$ cat config.mk
export PLATFORM = sky130hd
export DESIGN_NAME = annexb_nal_deframer
export DESIGN_NICKNAME = d
export VERILOG_FILES = /design/src/rtl/anb_pkg.sv /design/src/rtl/annexb_nal_deframer.sv
export SDC_FILE = /design/constraint.sdc
export NUM_CORES = 1
export LEC_CHECK = 0
export ABC_AREA = 1
export BUFFER_PORTS_ARGS = -buffer_cell sky130_fd_sc_hd__buf_2
export CORE_MARGIN = 3
export CORE_UTILIZATION = 45
export DETAILED_ROUTE_END_ITERATION = 10
export GPL_TIMING_DRIVEN = 0
export PLACE_DENSITY = 0.63
export SYNTH_ARGS = -nofsm -noshare
export SYNTH_HDL_FRONTEND = slang
export SYNTH_SLANG_ARGS = --single-unit
$ cat constraint.sdc
create_clock -name clk -period 5.2 [get_ports clk]
set_input_delay 0.52 -clock clk [delete_from_list [all_inputs] [get_ports clk]]
set_output_delay 0.52 -clock clk [all_outputs]
set_load 0.005 [all_outputs]
$ cat src/rtl/anb_pkg.sv
// ----------------------------------------------------------------------------
// anb_pkg - shared types and codes for the Annex B deframer
// Result kinds, deframer phases, the layout of one queued result and the data-byte step function.
// ----------------------------------------------------------------------------
`default_nettype none

package anb_pkg;

	// result kinds, carried on tuser
	localparam logic [1:0] KIND_HDR = 2'd0;   // unit header
	localparam logic [1:0] KIND_PAY = 2'd1;   // payload byte
	localparam logic [1:0] KIND_EOU = 2'd2;   // end of unit

	// deframer phase
	localparam logic [1:0] PH_SEARCH = 2'd0;
	localparam logic [1:0] PH_HDR    = 2'd1;
	localparam logic [1:0] PH_PAY    = 2'd2;

	// most results one input beat can cause
	localparam int MAX_RES = 5;
	localparam int RES_CW  = $clog2(MAX_RES + 1);

	typedef struct packed {
		logic [1:0] kind;
		logic [7:0] data;
		logic       last;
	} res_t;

	typedef struct packed {
		logic [1:0] kind;
		logic [1:0] ph;
		logic [1:0] pz;
	} pd_t;

	// one data byte leaving the unit: header if pending, else payload
	function automatic pd_t pd_step(input logic [1:0] ph, input logic [1:0] pz,
	                                input logic [7:0] b);
		pd_t r;
		if (ph == PH_HDR) begin
			r.kind = KIND_HDR;
			r.ph   = PH_PAY;
			r.pz   = 2'd0;
		end else begin
			r.kind = KIND_PAY;
			r.ph   = ph;
			if (b == 8'h00) begin
				r.pz = (pz < 2'd2) ? pz + 2'd1 : pz;
			end else begin
				r.pz = 2'd0;
			end
		end
		return r;
	endfunction

endpackage

`default_nettype wire

$ cat src/rtl/annexb_nal_deframer.sv
// ----------------------------------------------------------------------------
// annexb_nal_deframer - H.264 Annex B start code and emulation removal
// Splits a byte stream into units: header, payload bytes, end of unit.
// ----------------------------------------------------------------------------
// Usage:
//  - Input beats on s_*: one stream byte per beat in s_tdata, s_tlast set on
//    the final byte of the stream (held zeros are flushed, any open unit is
//    closed and the block starts searching again).
//  - Output beats on m_*: m_tuser gives the kind (header, payload, end of
//    unit), m_tdata the header fields and payload byte, m_tlast marks the
//    final result caused by one input byte. A byte may cause no result.
//  - Each input byte is decoded in the cycle it is accepted; its first
//    result enters the output register, or the queue if that is stalled.
//    Up to five results per byte are queued and drained, one beat per
//    cycle while m_tready is high. Throughput: one byte per cycle while each
//    byte gives at most one result and m_tready is high; a byte with more
//    results holds the output for one beat each. s_tready is low while queued
//    results remain; it is driven by the queue count alone, never by m_tready.
//  - When the receiver stalls, the output register holds its beat and the
//    queue fills; input is refused until the queue has emptied.
//  - Reset clears phase, zero counters, queue and output valid; the block
//    then discards bytes until the first start code.
`default_nettype none

module annexb_nal_deframer (
	input  wire logic        clk,
	input  wire logic        arst_n,
	// input stream
	input  wire logic        s_tvalid,
	output logic             s_tready,
	input  wire logic [7:0]  s_tdata,   // [7:0] stream_byte
	input  wire logic        s_tlast,   // stream_end
	// result stream
	output logic             m_tvalid,
	input  wire logic        m_tready,
	output logic [15:0]      m_tdata,   // [0] forbidden_bit, [2:1] ref_importance,
	                                    // [7:3] unit_type, [15:8] payload_byte
	output logic [1:0]       m_tuser,   // [1:0] kind
	output logic             m_tlast    // last result of this input beat
);
	import anb_pkg::*;

	// deframer state
	logic [1:0] phase_q, zero_run_q, held_q, pzr_q;

	// result queue (shifts towards entry 0) and output register
	res_t              que_q [MAX_RES];
	logic [RES_CW-1:0] que_n_q;
	res_t              out_q;
	logic              out_vld_q;

	logic accept, move;
	assign s_tready = (que_n_q == '0);
	assign accept   = s_tvalid & s_tready;
	assign move     = ~out_vld_q | m_tready;

	// ---- decode one byte: result list and next state ----
	res_t              gen   [MAX_RES];
	logic [RES_CW-1:0] gen_n;
	logic [1:0]        ph, zr, hz, pz;
	logic [1:0]        nx_phase, nx_zr, nx_hz, nx_pz;
	pd_t               r;

	always_comb begin
		for (int i = 0; i < MAX_RES; i++) begin
			gen[i] = '0;
		end
		gen_n = '0;
		ph    = phase_q;
		zr    = zero_run_q;
		hz    = held_q;
		pz    = pzr_q;
		r     = '0;

		if (ph == PH_HDR || ph == PH_PAY) begin
			if (s_tdata == 8'h00) begin
				if (hz == 2'd3) begin
					// fourth zero: oldest held zero goes out
					r = pd_step(ph, pz, 8'h00);
					gen[gen_n] = '{kind: r.kind, data: 8'h00, last: 1'b0};
					gen_n = gen_n + 1'b1;
					ph = r.ph;
					pz = r.pz;
				end else begin
					hz = hz + 2'd1;
				end
			end else if (s_tdata == 8'h01 && hz >= 2'd2) begin
				// next start code: its zeros are dropped
				hz = 2'd0;
				if (ph == PH_PAY) begin
					gen[gen_n] = '{kind: KIND_EOU, data: 8'h00, last: 1'b0};
					gen_n = gen_n + 1'b1;
				end
				ph = PH_HDR;
				pz = 2'd0;
			end else begin
				for (int i = 0; i < 3; i++) begin
					if (hz > 2'(i)) begin
						r = pd_step(ph, pz, 8'h00);
						gen[gen_n] = '{kind: r.kind, data: 8'h00, last: 1'b0};
						gen_n = gen_n + 1'b1;
						ph = r.ph;
						pz = r.pz;
					end
				end
				hz = 2'd0;
				if (s_tdata == 8'h03 && ph == PH_PAY && pz >= 2'd2) begin
					pz = 2'd0;  // emulation prevention byte
				end else begin
					r = pd_step(ph, pz, s_tdata);
					gen[gen_n] = '{kind: r.kind, data: s_tdata, last: 1'b0};
					gen_n = gen_n + 1'b1;
					ph = r.ph;
					pz = r.pz;
				end
			end
		end else begin
			ph = PH_SEARCH;
			if (s_tdata == 8'h00) begin
				if (zr < 2'd3) begin
					zr = zr + 2'd1;
				end
			end else if (s_tdata == 8'h01 && zr >= 2'd2) begin
				ph = PH_HDR;
				zr = 2'd0;
				hz = 2'd0;
				pz = 2'd0;
			end else begin
				zr = 2'd0;
			end
		end

		// end of stream: flush held zeros, close the unit, start over
		if (s_tlast) begin
			if (ph == PH_HDR || ph == PH_PAY) begin
				for (int i = 0; i < 3; i++) begin
					if (hz > 2'(i)) begin
						r = pd_step(ph, pz, 8'h00);
						gen[gen_n] = '{kind: r.kind, data: 8'h00, last: 1'b0};
						gen_n = gen_n + 1'b1;
						ph = r.ph;
						pz = r.pz;
					end
				end
				if (ph == PH_PAY) begin
					gen[gen_n] = '{kind: KIND_EOU, data: 8'h00, last: 1'b0};
					gen_n = gen_n + 1'b1;
				end
			end
			ph = PH_SEARCH;
			zr = 2'd0;
			hz = 2'd0;
			pz = 2'd0;
		end

		for (int i = 0; i < MAX_RES; i++) begin
			gen[i].last = (gen_n == RES_CW'(i + 1));
		end

		nx_phase = ph;
		nx_zr    = zr;
		nx_hz    = hz;
		nx_pz    = pz;
	end

	// ---- queue source: fresh decode on accept, else what is queued ----
	res_t              src   [MAX_RES];
	logic [RES_CW-1:0] src_n;

	always_comb begin
		for (int i = 0; i < MAX_RES; i++) begin
			src[i] = accept ? gen[i] : que_q[i];
		end
		src_n = accept ? gen_n : que_n_q;
	end

	always_ff @(posedge clk or negedge arst_n) begin
		if (!arst_n) begin
			phase_q    <= PH_SEARCH;
			zero_run_q <= 2'd0;
			held_q     <= 2'd0;
			pzr_q      <= 2'd0;
			que_n_q    <= '0;
			out_vld_q  <= 1'b0;
		end else begin
			if (accept) begin
				phase_q    <= nx_phase;
				zero_run_q <= nx_zr;
				held_q     <= nx_hz;
				pzr_q      <= nx_pz;
			end
			if (move) begin
				out_vld_q <= (src_n != '0);
				que_n_q   <= (src_n != '0) ? src_n - 1'b1 : '0;
			end else begin
				que_n_q   <= src_n;
			end
		end
	end

	// payload side of queue and output register, no reset needed
	always_ff @(posedge clk) begin
		if (move) begin
			out_q <= src[0];
			for (int i = 0; i < MAX_RES - 1; i++) begin
				que_q[i] <= src[i + 1];
			end
			que_q[MAX_RES - 1] <= '0;
		end else begin
			for (int i = 0; i < MAX_RES; i++) begin
				que_q[i] <= src[i];
			end
		end
	end

	// ---- output fields ----
	logic is_hdr, is_pay;
	assign is_hdr = (out_q.kind == KIND_HDR);
	assign is_pay = (out_q.kind == KIND_PAY);

	assign m_tvalid      = out_vld_q;
	assign m_tuser       = out_q.kind;
	assign m_tlast       = out_q.last;
	assign m_tdata[0]    = is_hdr ? out_q.data[7]   : 1'b0;
	assign m_tdata[2:1]  = is_hdr ? out_q.data[6:5] : 2'd0;
	assign m_tdata[7:3]  = is_hdr ? out_q.data[4:0] : 5'd0;
	assign m_tdata[15:8] = is_pay ? out_q.data      : 8'd0;

endmodule

`default_nettype wire
==> impl_results.md <==
- Outcome: completed
- Fmax: 203.8 MHz
- Die Area: 0.01334 mm²
- Core ar.: 0.01156 mm²
- Critical Path RT: 5420 ps
- Count leader, synth: nand2_1
- Initial core utilization: 46.66%
- Commonest cells post-synth: nand2_1, nor2_1, inv_1, nand3_1, dfxtp_1
- Syn Area/Cell: 6.646 µm²
- CTS Root Cell: clkbuf_16
- Min Tclk post-route: 4908 ps
- DR iter-0 viols: 268
- CP peak stage delay: 450 ps
- Final setup vio count: 0
- Die Wd: 115.5 µm
- Fin Clk Skew: 10.89 ps
- Max Slew Vio Count: 0
- Cts hold-fix bufs: 0
- DRC viols: 0
- Die H: 115.5 µm
- NumNets Final: 900
- Synth top area share: 21.63%
- Static Leak: 3.070 nW
- First-pass GRT wire length: 25000 µm
- Later-pin clock latency in the skew report: 350 ps
- Synth async-reset ratio: 15.38%
- CTS tree: done
- Fin Hold WS: 46.57 ps
- Max_slew headroom: 23.78%
- Port-buffer cells: 32
- Reg-to-reg slack, setup: 290 ps
- Count of final hold-check violations: 0
- Drt first pass iters: 5
- Final wirelength: 15330 µm
- Row cnt: 39
- DP HPWL: 11990 µm
- Final Util: 53.50%
- Worst-margin pin slew: 1143 ps
- Ys Warns: 0
- Area Growth Syn to Fin: 14.65%
- Crit Path Max Fanout: 5
- Cell count after synthesis: 812
- Dpl cell area: 0.005736 mm²
- Syn Nets: 851
- Critical path class: reg -> reg
- Top FF cell, synth: dfxtp_1
- N_diodes: 0
- Wirelength per Cell: 15.19 µm
- Clk slew on worst S/H paths: 60 ps
- Setup crit start kind: flip-flop
- Number of global-route vias before repair: 5145
- Setup_tns: 0 ps
- Seq/Total Area, Yosys: 32.09%
- Sink Count: 78
- Largest net degree at the start of global routing: 21
- Critical path endpoint category: flip-flop
- FF+latch count, synth: 78
- Max Cap Violations: 0
- Layout cells sized above 1: 20.09%
- Fin cells: 1009
- Peak supply drop: 181.8 µV
- Final Cell Area: 0.006187 mm²
- GR Util All Layers: 23.82%
- Final ANT Viol Nets: 0
- H-tree levels: 3
- Top post-synthesis cells by area: nand2_1, dfxtp_1, edfxtp_1, ha_1, dfrtp_1
- CTS Buf Count: 9
- Worst Hold Class: in -> async
- Final GP Congestion: 0.9277
- Post-synth EDFFs: 11
- Initial antenna violation count: 0
- Via-to-Cell Ratio: 5.277
- Via count: 5324
- Ports: 34
- Slowest cell on the critical path: dfrtp_2
- Arrival @ worst endpoint: 5130 ps
- Inst Count DP: 987
- Pwr per Cell Area: 231.8 mW/mm²
- Clock Tree Buf Depth: 2
- Top cell type by total area after synthesis: nand2_1
- Final worst path period share: 94.38%
- Yosys cell types: 49
- Synthesized area: 0.005396 mm²
- Most used cell, CP: nand2_1
- Overflow after GRT: 0
[cells by family after synthesis]
kind of cell | after synthesis | share of synthesized area (%)
AND/OR/NAND/NOR | 504 | 42.06
buffers and inverters | 114 | 8.509
AO/OA/AOI/OAI | 89 | 11.15
flip-flops | 78 | 32.09
adder cells (fa/ha/maj) | 26 | 6.028
XOR/XNOR | 1 | 0.1623
[sequential cells by signal, summed over array words and instances, names as in the netlist]
register,cells
held_q,2
m_tlast,1
m_tuser,2
m_tvalid,1
out_q,8
phase_q,2
pzr_q,2
que_n_q,3
que_q,55
zero_run_q,2
[worst max-delay path: cells and delay by family, from the launching register on]
family | cells | cell delay (ps)
AND/OR/NAND/NOR | 23 | 2260
adder cells (fa/ha/maj) | 6 | 1460
flip-flops | 1 | 450
AO/OA/AOI/OAI | 3 | 320
buffers and inverters | 4 | 300
[power breakdown]
part	internal (mW)	switching (mW)	total [mW]
Combinational	0.0480	0.143	0.191
Sequential	0.635	0.00686	0.642
Clock	0.349	0.252	0.601
[stage by stage]
step                setup WS [ps]  power, mW
floorplan                   352.4     0.7665
global placement           -343.4     0.8372
detailed placement         -484.5     0.8424
CTS                         46.73      1.439
global route               -29.02      1.490
finish                      292.2      1.434
[worst paths after layout]
kind,depth (start not counted),to,startpoint
worst max-delay path,36,que_n_q[2]$_DFF_PN0_,phase_q[0]$_DFFE_PN0P_
worst min-delay path,1,m_tvalid$_DFFE_PN0N_,arst_n
worst max register to register,36,que_n_q[2]$_DFF_PN0_,phase_q[0]$_DFFE_PN0P_
worst min register to register,2,que_q[0][50]$_SDFF_PN0_,que_q[0][50]$_SDFF_PN0_
max in group asynchronous,1,phase_q[0]$_DFFE_PN0P_,arst_n
min in group clk,2,que_q[0][50]$_SDFF_PN0_,que_q[0][50]$_SDFF_PN0_
[repair_timing]
| item | in CTS | in global routing |
|---|---|---|
| pin swaps | 0 | 4 |
| setup endpoints to repair | 8 | 10 |
| setup buffers | 3 | 4 |
| gates resized for setup | 14 | 22 |
[final cells by class]
cell class,count,area (µm²)
Fill cell,1180,5378
Multi-Input combinational cell,620,3304
Sequential cell,78,1735
Inverter,79,316.6
Clock buffer,11,252.7
Timing Repair Buffer,39,212.7
Tap cell,143,178.9
Buffer,34,155.1
Clock inverter,5,31.28
[placed cells by master, fill, tap and decap left out, types with 10 or more instances in the layout]
| cell | netlist | final |
|---|---|---|
| buf_4 | 3 | 10 |
| o21ai_2 | 10 | 11 |
| inv_2 | 16 | 16 |
| dfxtp_1 | 55 | 55 |
| nand2_2 | 21 | 26 |
| edfxtp_1 | 11 | 11 |
| ha_1 | 26 | 23 |
| nor2_1 | 61 | 58 |
| nand3_1 | 57 | 55 |
| o21ai_0 | 26 | 26 |
| a41oi_1 | 16 | 16 |
| inv_1 | 57 | 53 |
| nand2_1 | 311 | 303 |
| buf_2 | 7 | 39 |
| clkbuf_1 | 21 | 20 |
[layer usage]
metal  track usage [%]  wire length, µm
met1             31.33             7052
met2             39.66             7136
met3             4.648              895
met4             7.355              246
met5                 0                0
No activity file was read; power rests on OpenSTA's default activity.
